### src/rtl/core/dds_pkg.sv
`timescale 1ns / 1ps
// ----------------------------------------------------------------------------
// dds_pkg
// Shared widths and constants for the disk data separator DPLL.
// ----------------------------------------------------------------------------
package dds_pkg;

  // history ring
  localparam int HISTORY_DEPTH = 16;
  localparam int PTR_W         = (HISTORY_DEPTH > 1) ? $clog2(HISTORY_DEPTH) : 1;

  // field and state widths
  localparam int CMD_W    = 1;
  localparam int CYCLE_W  = 6;
  localparam int CPB_W    = 12;
  localparam int PHASE_W  = 17;
  localparam int OFFSET_W = 16;
  localparam int WLEN_W   = 16;

  // one entry's rounded bit multiple, and the sums over the whole ring
  localparam int M_W      = OFFSET_W + 1;
  localparam int SPACE_W  = OFFSET_W + $clog2(HISTORY_DEPTH + 1);
  localparam int DSUM_W   = M_W + $clog2(HISTORY_DEPTH + 1);

  // shared restoring divider covers every quotient the block needs
  localparam int DIV_W    = DSUM_W;
  localparam int DCNT_W   = $clog2(DIV_W + 1);

  // zero bits emitted per time item
  localparam int MAX_RESULTS = 64;
  localparam int EMIT_W      = $clog2(MAX_RESULTS + 1);

  // reset values
  localparam logic [CPB_W-1:0]    CPB_RESET  = CPB_W'(16);
  localparam logic [WLEN_W-1:0]   WLEN_RESET = WLEN_W'(16);
  localparam logic [OFFSET_W-1:0] OFFSET_MAX = '1;

  // input commands
  localparam logic [CMD_W-1:0] CMD_TIME  = 1'b0;
  localparam logic [CMD_W-1:0] CMD_PULSE = 1'b1;

endpackage

### src/rtl/core/dds_if.sv
`timescale 1ns / 1ps
// ----------------------------------------------------------------------------
// dds_if
// Valid/ready channels of the data separator: flux events in, bits out.
// ----------------------------------------------------------------------------
interface dds_in_if;
  logic                           valid;
  logic                           ready;
  logic [dds_pkg::CMD_W-1:0]      cmd;
  logic [dds_pkg::CYCLE_W-1:0]    cycle_count;

  modport source (output valid, output cmd, output cycle_count, input ready);
  modport sink   (input valid, input cmd, input cycle_count, output ready);
endinterface

interface dds_out_if;
  logic valid;
  logic ready;
  logic data_bit;
  logic last_of_run;

  modport source (output valid, output data_bit, output last_of_run, input ready);
  modport sink   (input valid, input data_bit, input last_of_run, output ready);
endinterface

### src/rtl/core/disk_data_separator_dpll_core.sv
`timescale 1ns / 1ps
// ----------------------------------------------------------------------------
// disk_data_separator_dpll_core
// Digital PLL data separator: turns flux pulse timing into a bit stream.
// ----------------------------------------------------------------------------
//  Channel  Dir  Payload                    Transfer
//  in_ch    in   cmd, cycle_count           valid && ready
//  out_ch   out  data_bit, last_of_run      valid && ready
//  cfg      in   cfg_wdata (bit period)     cfg_we
//
//  Time item: done in idle if no window boundary is crossed, else a divider
//  pass for phase / window length, then one zero bit per cycle unless the
//  output stalls. Pulse item, ignored while the window is filled: each of 16
//  history entries takes a load and a pass of the shared 22-step divider;
//  a nonzero multiple sum adds a window length pass; then pull and result.
//  rst_n is synchronous; the history ring is marked empty at once.
//  in_ch.ready is high only while the sequencer is idle; a held result in
//  the output register does not block the next transfer in.
// ----------------------------------------------------------------------------
module disk_data_separator_dpll_core (
  input  logic                        clk,
  input  logic                        rst_n,
  dds_in_if.sink                      in_ch,
  dds_out_if.source                   out_ch,
  input  logic                        cfg_we,
  input  logic [dds_pkg::CPB_W-1:0]   cfg_wdata
);

  typedef enum logic [2:0] {
    ST_IDLE,
    ST_TDIV,
    ST_PLOAD,
    ST_PMUL,
    ST_PLEN,
    ST_PULL,
    ST_EMIT
  } state_t;

  state_t                                state_r;

  logic [dds_pkg::CPB_W-1:0]             cpb_r;
  logic [dds_pkg::PHASE_W-1:0]           phase_r;
  logic [dds_pkg::OFFSET_W-1:0]          offset_r;
  logic [dds_pkg::WLEN_W-1:0]            wlen_r;
  logic                                  filled_r;
  logic [dds_pkg::PTR_W-1:0]             ptr_r;
  logic [dds_pkg::PTR_W-1:0]             idx_r;
  logic [dds_pkg::HISTORY_DEPTH-1:0]     ring_vld_r;
  logic [dds_pkg::OFFSET_W-1:0]          ring_mem [dds_pkg::HISTORY_DEPTH];
  logic [dds_pkg::OFFSET_W-1:0]          entry_r;
  logic [dds_pkg::SPACE_W-1:0]           space_sum_r;
  logic [dds_pkg::DSUM_W-1:0]            mult_sum_r;

  // shared divider
  logic [dds_pkg::DIV_W-1:0]             div_rem_r;
  logic [dds_pkg::DIV_W-1:0]             div_quo_r;
  logic [dds_pkg::DIV_W-1:0]             div_dsr_r;
  logic [dds_pkg::DCNT_W-1:0]            div_cnt_r;

  // result sequencing and output register
  logic [dds_pkg::EMIT_W-1:0]            emit_cnt_r;
  logic                                  emit_bit_r;
  logic                                  out_valid_r;
  logic                                  out_bit_r;
  logic                                  out_last_r;

  // combinational helpers
  logic                                  in_xfer;
  logic                                  out_free;
  logic [dds_pkg::CPB_W-1:0]             cpb_eff;
  logic [dds_pkg::WLEN_W-1:0]            wlen_eff;
  logic [dds_pkg::PHASE_W:0]             phase_nxt;
  logic [dds_pkg::OFFSET_W:0]            offset_sum;
  logic [dds_pkg::OFFSET_W-1:0]          offset_nxt;
  logic [dds_pkg::OFFSET_W-1:0]          entry_rd;
  logic [dds_pkg::M_W-1:0]               entry_dvd;
  logic [dds_pkg::DIV_W:0]               div_shift;
  logic [dds_pkg::DIV_W:0]               div_diff;
  logic                                  div_ge;
  logic [dds_pkg::DIV_W-1:0]             crossed;
  logic [dds_pkg::EMIT_W-1:0]            emit_n;
  logic [dds_pkg::WLEN_W-1:0]            wlen_nxt;
  logic signed [dds_pkg::PHASE_W+1:0]    pull_err;
  logic signed [dds_pkg::PHASE_W+1:0]    pull_amt;
  logic signed [dds_pkg::PHASE_W+1:0]    pull_phase;
  logic                                  idx_last;

  assign in_xfer  = in_ch.valid && in_ch.ready;
  assign out_free = !out_valid_r || out_ch.ready;

  assign in_ch.ready        = rst_n && (state_r == ST_IDLE);
  assign out_ch.valid       = out_valid_r;
  assign out_ch.data_bit    = out_bit_r;
  assign out_ch.last_of_run = out_last_r;

  // zero divisors count as one
  assign cpb_eff  = (cpb_r == '0) ? dds_pkg::CPB_W'(1) : cpb_r;
  assign wlen_eff = (wlen_r == '0) ? dds_pkg::WLEN_W'(1) : wlen_r;

  // advance phase and saturate the pulse offset
  assign phase_nxt  = {1'b0, phase_r} + (dds_pkg::PHASE_W + 1)'(in_ch.cycle_count);
  assign offset_sum = {1'b0, offset_r} + (dds_pkg::OFFSET_W + 1)'(in_ch.cycle_count);
  assign offset_nxt = offset_sum[dds_pkg::OFFSET_W] ? dds_pkg::OFFSET_MAX
                                                    : offset_sum[dds_pkg::OFFSET_W-1:0];

  // history entry under the sweep index; empty slots read as zero
  assign entry_rd  = ring_vld_r[idx_r] ? ring_mem[idx_r] : '0;
  assign entry_dvd = dds_pkg::M_W'(entry_rd) + dds_pkg::M_W'(cpb_eff >> 1);
  assign idx_last  = (idx_r == dds_pkg::PTR_W'(dds_pkg::HISTORY_DEPTH - 1));

  // one restoring division step
  assign div_shift = {div_rem_r, div_quo_r[dds_pkg::DIV_W-1]};
  assign div_diff  = div_shift - {1'b0, div_dsr_r};
  assign div_ge    = !div_diff[dds_pkg::DIV_W];

  // windows crossed, less the one already filled, capped
  assign crossed = div_quo_r - dds_pkg::DIV_W'(filled_r);
  assign emit_n  = (crossed > dds_pkg::DIV_W'(dds_pkg::MAX_RESULTS))
                   ? dds_pkg::EMIT_W'(dds_pkg::MAX_RESULTS)
                   : crossed[dds_pkg::EMIT_W-1:0];

  // new window length, raised to one when the quotient is zero
  assign wlen_nxt = (div_quo_r == '0) ? dds_pkg::WLEN_W'(1)
                                      : div_quo_r[dds_pkg::WLEN_W-1:0];

  // pull phase halfway toward mid-window
  assign pull_err   = $signed({2'b00, phase_r})
                    - $signed((dds_pkg::PHASE_W + 2)'(wlen_r >> 1))
                    + $signed((dds_pkg::PHASE_W + 2)'(1));
  assign pull_amt   = pull_err >>> 1;
  assign pull_phase = $signed({2'b00, phase_r}) - pull_amt;

  // history ring storage
  always_ff @(posedge clk) begin
    if (in_xfer && (in_ch.cmd == dds_pkg::CMD_PULSE) && !filled_r) begin
      ring_mem[ptr_r] <= offset_r;
    end
  end

  // sequencer, datapath state and output register
  always_ff @(posedge clk) begin
    if (!rst_n) begin
      state_r     <= ST_IDLE;
      cpb_r       <= dds_pkg::CPB_RESET;
      phase_r     <= '0;
      offset_r    <= '0;
      wlen_r      <= dds_pkg::WLEN_RESET;
      filled_r    <= 1'b0;
      ptr_r       <= '0;
      idx_r       <= '0;
      ring_vld_r  <= '0;
      div_cnt_r   <= '0;
      emit_cnt_r  <= '0;
      emit_bit_r  <= 1'b0;
      out_valid_r <= 1'b0;
    end else begin
      if (cfg_we) begin
        cpb_r <= cfg_wdata;
      end

      // drop the held result once transferred; the emit state reloads it itself
      if (out_valid_r && out_ch.ready && (state_r != ST_EMIT)) begin
        out_valid_r <= 1'b0;
      end

      // iterate the divider while it has steps left
      if (div_cnt_r != '0) begin
        div_cnt_r <= div_cnt_r - dds_pkg::DCNT_W'(1);
        div_rem_r <= div_ge ? div_diff[dds_pkg::DIV_W-1:0] : div_shift[dds_pkg::DIV_W-1:0];
        div_quo_r <= {div_quo_r[dds_pkg::DIV_W-2:0], div_ge};
      end

      unique case (state_r)
        ST_IDLE: begin
          if (in_xfer) begin
            if (in_ch.cmd == dds_pkg::CMD_PULSE) begin
              if (!filled_r) begin
                // log offset, then sweep the whole ring
                filled_r          <= 1'b1;
                ring_vld_r[ptr_r] <= 1'b1;
                ptr_r             <= (ptr_r == dds_pkg::PTR_W'(dds_pkg::HISTORY_DEPTH - 1))
                                     ? '0 : ptr_r + dds_pkg::PTR_W'(1);
                offset_r          <= '0;
                idx_r             <= '0;
                space_sum_r       <= '0;
                mult_sum_r        <= '0;
                state_r           <= ST_PLOAD;
              end
            end else begin
              offset_r <= offset_nxt;
              if (phase_nxt < (dds_pkg::PHASE_W + 1)'(wlen_eff)) begin
                phase_r <= phase_nxt[dds_pkg::PHASE_W-1:0];
              end else begin
                div_rem_r <= '0;
                div_quo_r <= dds_pkg::DIV_W'(phase_nxt);
                div_dsr_r <= dds_pkg::DIV_W'(wlen_eff);
                div_cnt_r <= dds_pkg::DCNT_W'(dds_pkg::DIV_W);
                state_r   <= ST_TDIV;
              end
            end
          end
        end

        ST_TDIV: begin
          if (div_cnt_r == '0) begin
            phase_r    <= div_rem_r[dds_pkg::PHASE_W-1:0];
            filled_r   <= 1'b0;
            emit_cnt_r <= emit_n;
            emit_bit_r <= 1'b0;
            state_r    <= (emit_n == '0) ? ST_IDLE : ST_EMIT;
          end
        end

        ST_PLOAD: begin
          // round entry to bit cells: (offset + cpb/2) / cpb
          entry_r   <= entry_rd;
          div_rem_r <= '0;
          div_quo_r <= dds_pkg::DIV_W'(entry_dvd);
          div_dsr_r <= dds_pkg::DIV_W'(cpb_eff);
          div_cnt_r <= dds_pkg::DCNT_W'(dds_pkg::DIV_W);
          state_r   <= ST_PMUL;
        end

        ST_PMUL: begin
          if (div_cnt_r == '0) begin
            logic [dds_pkg::DSUM_W-1:0]  msum_new;
            logic [dds_pkg::SPACE_W-1:0] ssum_new;
            // skip entries with a zero multiple
            msum_new = mult_sum_r;
            ssum_new = space_sum_r;
            if (div_quo_r != '0) begin
              msum_new = mult_sum_r + dds_pkg::DSUM_W'(div_quo_r[dds_pkg::M_W-1:0]);
              ssum_new = space_sum_r + dds_pkg::SPACE_W'(entry_r);
            end
            mult_sum_r  <= msum_new;
            space_sum_r <= ssum_new;
            if (idx_last) begin
              if (msum_new != '0) begin
                div_rem_r <= '0;
                div_quo_r <= dds_pkg::DIV_W'(ssum_new);
                div_dsr_r <= dds_pkg::DIV_W'(msum_new);
                div_cnt_r <= dds_pkg::DCNT_W'(dds_pkg::DIV_W);
                state_r   <= ST_PLEN;
              end else begin
                state_r <= ST_PULL;
              end
            end else begin
              idx_r   <= idx_r + dds_pkg::PTR_W'(1);
              state_r <= ST_PLOAD;
            end
          end
        end

        ST_PLEN: begin
          if (div_cnt_r == '0) begin
            wlen_r  <= wlen_nxt;
            state_r <= ST_PULL;
          end
        end

        ST_PULL: begin
          phase_r    <= pull_phase[dds_pkg::PHASE_W-1:0];
          emit_cnt_r <= dds_pkg::EMIT_W'(1);
          emit_bit_r <= 1'b1;
          state_r    <= ST_EMIT;
        end

        ST_EMIT: begin
          if (out_free) begin
            out_valid_r <= 1'b1;
            out_bit_r   <= emit_bit_r;
            out_last_r  <= (emit_cnt_r == dds_pkg::EMIT_W'(1));
            emit_cnt_r  <= emit_cnt_r - dds_pkg::EMIT_W'(1);
            if (emit_cnt_r == dds_pkg::EMIT_W'(1)) begin
              state_r <= ST_IDLE;
            end
          end
        end

        default: begin
          state_r <= ST_IDLE;
        end
      endcase
    end
  end

`ifndef ASSERT_OFF
  // no transfer in while the divider is mid-run
  a_idle_div_done: assert property (@(posedge clk) disable iff (!rst_n)
    in_ch.ready |-> (div_cnt_r == '0))
    else $error("input taken while divider busy");

  // a pulse into an empty window marks it filled
  a_pulse_fills: assert property (@(posedge clk) disable iff (!rst_n)
    (in_xfer && (in_ch.cmd == dds_pkg::CMD_PULSE)) |=> filled_r)
    else $error("window not filled after pulse");

  // a stalled output holds the pending run count
  a_emit_hold: assert property (@(posedge clk) disable iff (!rst_n)
    ((state_r == ST_EMIT) && out_valid_r && !out_ch.ready) |=> $stable(emit_cnt_r))
    else $error("result run advanced while output stalled");

  // ring pointer stays inside the history
  a_ptr_range: assert property (@(posedge clk) disable iff (!rst_n)
    ptr_r <= dds_pkg::PTR_W'(dds_pkg::HISTORY_DEPTH - 1))
    else $error("ring pointer out of range");
`endif

endmodule
### src/flat_wrapper.sv
// flat-port wrapper written by rule: the top's interface ports become plain ports
module disk_data_separator_dpll_core_flat 
  (clk, rst_n, cfg_we, cfg_wdata, in_ch_valid, in_ch_cmd, in_ch_cycle_count, in_ch_ready, out_ch_valid, out_ch_data_bit, out_ch_last_of_run, out_ch_ready);
  dds_in_if in_ch_i ();
  dds_out_if out_ch_i ();
  input  logic clk;
  input  logic rst_n;
  input  logic cfg_we;
  input  logic [dds_pkg::CPB_W-1:0] cfg_wdata;
  input wire logic [$bits(in_ch_i.valid)-1:0] in_ch_valid;
  input wire logic [$bits(in_ch_i.cmd)-1:0] in_ch_cmd;
  input wire logic [$bits(in_ch_i.cycle_count)-1:0] in_ch_cycle_count;
  output wire logic [$bits(in_ch_i.ready)-1:0] in_ch_ready;
  output wire logic [$bits(out_ch_i.valid)-1:0] out_ch_valid;
  output wire logic [$bits(out_ch_i.data_bit)-1:0] out_ch_data_bit;
  output wire logic [$bits(out_ch_i.last_of_run)-1:0] out_ch_last_of_run;
  input wire logic [$bits(out_ch_i.ready)-1:0] out_ch_ready;
  assign in_ch_i.valid = in_ch_valid;
  assign in_ch_i.cmd = in_ch_cmd;
  assign in_ch_i.cycle_count = in_ch_cycle_count;
  assign in_ch_ready = in_ch_i.ready;
  assign out_ch_valid = out_ch_i.valid;
  assign out_ch_data_bit = out_ch_i.data_bit;
  assign out_ch_last_of_run = out_ch_i.last_of_run;
  assign out_ch_i.ready = out_ch_ready;
  disk_data_separator_dpll_core u_core (.clk(clk), .rst_n(rst_n), .in_ch(in_ch_i), .out_ch(out_ch_i), .cfg_we(cfg_we), .cfg_wdata(cfg_wdata));
endmodule
### config.mk
export PLATFORM = sky130hd
export DESIGN_NAME = disk_data_separator_dpll_core_flat
export DESIGN_NICKNAME = d
export VERILOG_FILES = /design/src/rtl/core/dds_pkg.sv /design/src/rtl/core/dds_if.sv /design/src/rtl/core/disk_data_separator_dpll_core.sv /design/src/flat_wrapper.sv
export SDC_FILE = /design/constraint.sdc
export NUM_CORES = 1
export LEC_CHECK = 0
export ABC_AREA = 1
export BUFFER_PORTS_ARGS = -buffer_cell sky130_fd_sc_hd__buf_2
export CORE_ASPECT_RATIO = 1.1
export CORE_MARGIN = 1.5
export CORE_UTILIZATION = 50
export CTS_CLUSTER_DIAMETER = 150
export DETAILED_ROUTE_END_ITERATION = 6
export PLACE_DENSITY = 0.68
export SYNTH_ARGS = -nofsm -noshare
export SYNTH_HDL_FRONTEND = slang
export SYNTH_SLANG_ARGS = --single-unit
### constraint.sdc
create_clock -name clk -period 5 [get_ports clk]
set_input_delay 1 -clock clk [delete_from_list [all_inputs] [get_ports clk]]
set_output_delay 1 -clock clk [all_outputs]
set_load 0.02 [all_outputs]
==> out/results.ini, run 1 <==
[clock_tree]
post-cts-setup-buffer-count = 0
clock_path_buffers = 3
cts-root-buf = clkbuf_16
path_clk_slew_ns = 0.06
clock_sinks = 490
numCtsBuffers = 53
hold_buffers = 0
cts_resized = 0
cts_tree = built
insertion_delay_ns = 0.64
h-tree-depth = 2

[floorplan]
coreArea_um2 = 58500
io_pins = 28
start_util_pct = 50.6
row_count = 93
dieArea_um2 = 60700
die_h_um = 258
die_w_um = 235

[route]
wire_per_inst_um = 19.9
postRouteAntennaNets = 0
drt_pass1_iterations = 6
remaining_drc_errors = 0
wl_um = 89400
vias = 25700
viasPerCell = 5.71
drtIter0Drc = 2139

[logic_synthesis]
synth_most_common_cell = nand2_1
syn_inst = 3682
synthTopCellsByArea = edfxtp_1 39%, nand2_1 9.4%, dfxtp_1 7.2%
synth_area_per_cell_um2 = 8.04
synth_seq_cells = 490
syn_nets = 3864
synth-async-reset-ratio_pct = 0
ys_top_cells_by_count = 739 x nand2_1, 517 x nor2_1, 426 x inv_1, 383 x edfxtp_1, 322 x o21ai_0
synth_ff_type = edfxtp_1
synth.largest_area_cell = edfxtp_1
synth_edf_count = 383
yosys_warnings = 0
synth_area_um2 = 29600
netlist.area_leader.share_pct = 38.8
synth_seq_area_share_pct = 46.1
ys_types = 55

[sta]
max_slew_margin_pct = 39.0
timing.fmax_mhz = 217
rsz0062_at_grt = false
setup_tns_ns = 0
holdWs_ns = 0.466
final.period_utilization_pct = 92.2
final_max_slew_viol_count = 0
final-hold-violation-count = 0
setup_viol = 0
worst_pin_slew_ns = 0.915
post-route-min-period_ns = 4.61
finClkSkew_ns = 0.0376

[power_and_ir_drop]
sequentialPowerShare_pct = 29.9
p_int_mw = 10.4
leakagePower_nw = 13.9
swShare_pct = 45.0
max-vdd-ir-drop_uv = 449
power.share.clock_pct = 21.3
pwr-share-comb_pct = 48.8
p_sw_mw = 8.52
power.density_nw_per_um2 = 581

[placed_design]
hpwlAfterDp_um = 64400
gp_congestion = 0.963
portBuffers = 27
placed_cell_area_um2 = 30800

[setup_path]
worstPathArrival_ns = 5.14
slowest_stage = dfxtp_1
worst_ep_required_time_ns = 5.53
worst-path-buf-inv = 3
cp_top_family = compound AO/OA/AOI/OAI gates
slowest_delay_ns = 0.56
path_max_fanout = 5
cp-end-kind = register
critPathMostFrequentCell = nand2_1
worstSetupPathType = register to register
cp-start-kind = register

[layout]
fillers = 5345
final_cell_area_um2 = 32600
antenna_cells = 0
multiInputGateArea_um2 = 13800
fin_nets = 3877
area_delta_synth_final_pct = 10.1
seq_area_um2 = 13600
drive_gt1_share_pct = 6.90

[grt]
antenna_found_initial = 0
grtUsageTotal_pct = 29.1
overflow = 0
grt_max_degree = 129
grt_pass1_vias = 24300
grt_pass1_wl_um = 138000

[min_path]
hp-class = register to register

[status]
status = completed

[job]
drv_cap = 0

==> tightest hold or removal path: stages (launching register included) <==
cell	delay (ns)
dfxtp_1	0.30
inv_1	0.06
a21oi_1	0.06
==> through the flow <==
| step | power, mW | setup slack, ns | instances | utilization [%] |
|---|---|---|---|---|
| 6_report | 18.9 | 0.388 | 4500 | 55.7 |
| 5_1_grt | 20.3 | 0.0380 | 4500 | 55.7 |
| 4_1_cts | 18.9 | 0.457 | 4500 | 55.7 |
| 3_5_place_dp | 14.8 | 0.276 | 4400 | 52.6 |
| 3_3_place_gp | 14.7 | 0.398 | 4400 | 52.6 |
| 2_1_floorplan | 12.3 | 0.194 | 3682 | - |
==> layout by cell type, fill, tap and decap left out, types with 54 or more instances in the layout <==
master | Yosys | final
nand2_1 | 739 | 739
nor2_1 | 517 | 498
inv_1 | 426 | 424
edfxtp_1 | 383 | 383
o21ai_0 | 322 | 322
a21oi_1 | 253 | 252
nand3_1 | 206 | 206
ha_1 | 150 | 150
dfxtp_1 | 107 | 105
buf_4 | 4 | 75
clkbuf_16 | 0 | 54
==> power by group through the flow <==
| stage | Clock (mW) | Combinational [mW] | Sequential (mW) |
|---|---|---|---|
| after detailed placement | 0 | 9.11 | 5.71 |
| after CTS | 4.09 | 9.15 | 5.64 |
| final | 4.03 | 9.25 | 5.66 |
| after floorplan | 0 | 6.87 | 5.43 |
| after global routing | 4.25 | 10.4 | 5.70 |
| after global placement | 0 | 9.02 | 5.72 |
==> cell families (layout without fill, tap and decap cells) <==
| kind of cell | count (synthesis) | count (layout) | share of synthesized area [%] |
|---|---|---|---|
| simple gates | 1607 | 1607 | 22.5 |
| compound gates | 776 | 776 | 14.8 |
| buf+inv | 580 | 638 | 7.60 |
| flops | 490 | 490 | 46.1 |
| fa+ha+maj | 158 | 158 | 6.88 |
| xor+xnor | 71 | 71 | 2.10 |
==> cell type report <==
cell class	count	share of cell area, %
well taps	760	2.92
inverters	433	4.99
flip-flops and latches	490	41.9
repair buffers	105	2.37
clock inverters	33	1.13
multi-input cells	2612	42.3
clock buffers	67	4.42
==> path summary, 6_finish.rpt <==
| check | end | start | depth (start not counted) | slack, ns |
|---|---|---|---|---|
| setup / recovery | u_core.phase_r[15]$_SDFFE_PN0P_ | u_core.wlen_r[2]$_SDFFE_PN0P_ | 26 | 0.39 |
| hold / removal | u_core.ring_vld_r[15]$_SDFFE_PN0P_ | u_core.ring_vld_r[15]$_SDFFE_PN0P_ | 2 | 0.47 |
| hold reg to reg | u_core.ring_vld_r[15]$_SDFFE_PN0P_ | u_core.ring_vld_r[15]$_SDFFE_PN0P_ | 2 | 0.47 |
| setup reg to reg | u_core.phase_r[15]$_SDFFE_PN0P_ | u_core.wlen_r[2]$_SDFFE_PN0P_ | 26 | 0.39 |
==> per-layer routing <==
layer  global-route usage (%)  part of all wire, %
met1                     37.0                   41
met2                     48.9                   47
met3                     3.41                  6.4
met4                     15.6                  5.6
met5                        0                    0
==> flip-flops by register name, indices dropped and copies added (netlist names), 17 cells and up, named ones only <==
register and count:
u_core.div_rem_r 22, u_core.mult_sum_r 22, u_core.ring_mem 256, u_core.space_sum_r 21, u_core.div_quo_r 22, u_core.phase_r 17
u_core.div_dsr_r 22
(Power assumes the default switching activity.)
==> inputs of run 2 (changes only) <==
Settings changed: BUFFER_PORTS_ARGS -buffer_cell sky130_fd_sc_hd__buf_2 to -buffer_cell sky130_fd_sc_hd__buf_4.
==> run 2 against run 1 <==
Net effect: global-route usage grew 0.43 points; sequential share of layout area rose by 0.084 points; sequential cell count unchanged; critical path type unchanged; hold slack worse by 0.027 ns; utilization is 0.11 points lower; via count is 0.94% higher; first-iteration DRC count is 7.9% higher; critical path depth decreased by 3; die area did not move.
==> out/results.ini, run 2 (synthesized netlist as in run 1, its figures left out) <==
[route]
drt_pass1_iterations = 7
postRouteAntennaNets = 0
viasPerCell = 5.78
vias = 26000
wire_per_inst_um = 20.2
drtIter0Drc = 2308
remaining_drc_errors = 0
wl_um = 90900

[setup_path]
critPathMostFrequentCell = a21oi_1
ff2ff_setup_slack_ns = 0.52
worst_ep_required_time_ns = 5.48
worstPathCellList = ha_1 > inv_1 > ha_1 > inv_1 > fa_1 > o21ai_0 > a21oi_1 > o21bai_1 > nand2_1 > a21oi_1 > nand3_1 > nand2_1 > xnor2_1 > ha_1 > a21oi_1 > o21ai_0 > a21oi_1 > nand2_1 > xnor2_1 > o22ai_1 > o21bai_1 > nand4_1 > a21oi_1
rr_endpoint = u_core.phase_r[11]$_SDFFE_PN0P_
worstPathArrival_ns = 4.96
slowest_delay_ns = 0.52
worstSetupPathType = register to register
cp_top_family = compound AO/OA/AOI/OAI gates
path_max_fanout = 4
cp-end-kind = register
worst-path-buf-inv = 2
cp-start-kind = register
slowest_stage = dfxtp_1
reg2reg_depth = 23
worstReg2RegStart = u_core.wlen_r[2]$_SDFFE_PN0P_

[power_and_ir_drop]
leakagePower_nw = 13.8
power.density_nw_per_um2 = 578
max-vdd-ir-drop_uv = 364

[sta]
final-hold-violation-count = 0
setup_tns_ns = 0
worst_pin_slew_ns = 0.879
rsz0062_at_grt = false
final.period_utilization_pct = 89.7
max_slew_margin_pct = 41.3
post-route-min-period_ns = 4.48
setup_viol = 0
final_max_slew_viol_count = 0
timing.fmax_mhz = 223
holdWs_ns = 0.440
finClkSkew_ns = 0.0219

[grt]
grtUsageTotal_pct = 29.5
grt_max_degree = 129
grt_pass1_vias = 24700
grt_pass1_wl_um = 139000
overflow = 0
antenna_found_initial = 1

[floorplan]
dieArea_um2 = 60700
die_h_um = 258
coreArea_um2 = 58500
io_pins = 28
row_count = 93
start_util_pct = 50.6
die_w_um = 235

[layout]
fin_nets = 3873
drive_gt1_share_pct = 6.72
largest_register = u_core.ring_mem
layout_commonest_cell = nand2_1
antenna_cells = 0
layout_common_cells = 739 x nand2_1, 498 x nor2_1, 424 x inv_1
largest_reg_flops = 256
area_delta_synth_final_pct = 9.86

[job]
drv_cap = 0

[clock_tree]
cts_resized = 0
clock_path_buffers = 3
cts-root-buf = clkbuf_16
numCtsBuffers = 51
hold_buffers = 0
clock_sinks = 490
h-tree-depth = 2
path_clk_slew_ns = 0.06
post-cts-setup-buffer-count = 0
cts_tree = built
insertion_delay_ns = 0.62

[min_path]
hold_end = u_core.out_ch.data_bit$_DFFE_PP_
min_from = u_core.emit_bit_r$_SDFFE_PN0P_
hold_depth = 0
hp-class = register to register

[placed_design]
hpwlAfterDp_um = 64700
portBuffers = 27
gp_congestion = 0.983

[status]
status = completed

## run 2: worst register-to-register path, cell delays in order, from the launching register on
cell and delay [ns]:
dfxtp_1 0.52, ha_1 0.29, inv_1 0.06, ha_1 0.17, inv_1 0.06, fa_1 0.41
o21ai_0 0.32, a21oi_1 0.12, o21bai_1 0.21, nand2_1 0.08, a21oi_1 0.25, nand3_1 0.11
nand2_1 0.10, xnor2_1 0.07, ha_1 0.35, a21oi_1 0.19, o21ai_0 0.16, a21oi_1 0.15
nand2_1 0.09, xnor2_1 0.18, o22ai_1 0.10, o21bai_1 0.19, nand4_1 0.09, a21oi_1 0.08
## run 2: metal layers
metal	up-vias	wire [um]	GRT usage, %
li1	12500	-	-
met1	12200	36300	36.7
met2	999	42900	50.0
met3	243	6500	4.27
met4	2	5160	15.6
met5	-	11	0
## run 2: layout make-up
type	instances	area, um^2
multi-input combinational	2612	13800
sequential	490	13600
fill	5423	26000
timing repair buffer	103	836
inverter	433	1630
clock inverter	27	259
clock buffer	68	1420
tap	760	951
## run 2: worst max path at each step
stage / start / endpoint / slack (ns) / depth (start not counted)
floorplan: in_ch_cycle_count[4] / u_core.div_dsr_r[0]$_DFFE_PP_ / 0.19 / 19
global placement: in_ch_cycle_count[4] / u_core.div_quo_r[15]$_DFFE_PP_ / 0.40 / 24
detailed placement: in_ch_cycle_count[2] / u_core.div_quo_r[1]$_DFFE_PP_ / 0.34 / 24
CTS: u_core.phase_r[1]$_SDFFE_PN0P_ / u_core.phase_r[11]$_SDFFE_PN0P_ / 0.56 / 24
global route: u_core.phase_r[1]$_SDFFE_PN0P_ / u_core.phase_r[15]$_SDFFE_PN0P_ / 0.14 / 27
finish: u_core.wlen_r[2]$_SDFFE_PN0P_ / u_core.phase_r[11]$_SDFFE_PN0P_ / 0.52 / 23
## run 2: where the power goes
group	switching, mW	total [mW]	leakage [nW]	internal (mW)
Clock	1.71	3.83	0.820	2.13
Sequential	0.577	5.64	4.61	5.07
Combinational	6.27	9.33	8.38	3.07
Total	8.55	18.8	13.8	10.3
## run 2: metrics by stage
step	cells	util (%)	setup slack [ns]	area (um^2)	power (mW)
after CTS	4493	55.6	0.556	32500	18.7
final	4493	55.6	0.516	32500	18.8
after global routing	4493	55.6	0.136	32500	20.1
after global placement	4398	52.7	0.396	30800	14.7
after floorplan	3682	-	0.194	29600	12.3
after detailed placement	4398	52.7	0.345	30800	14.8
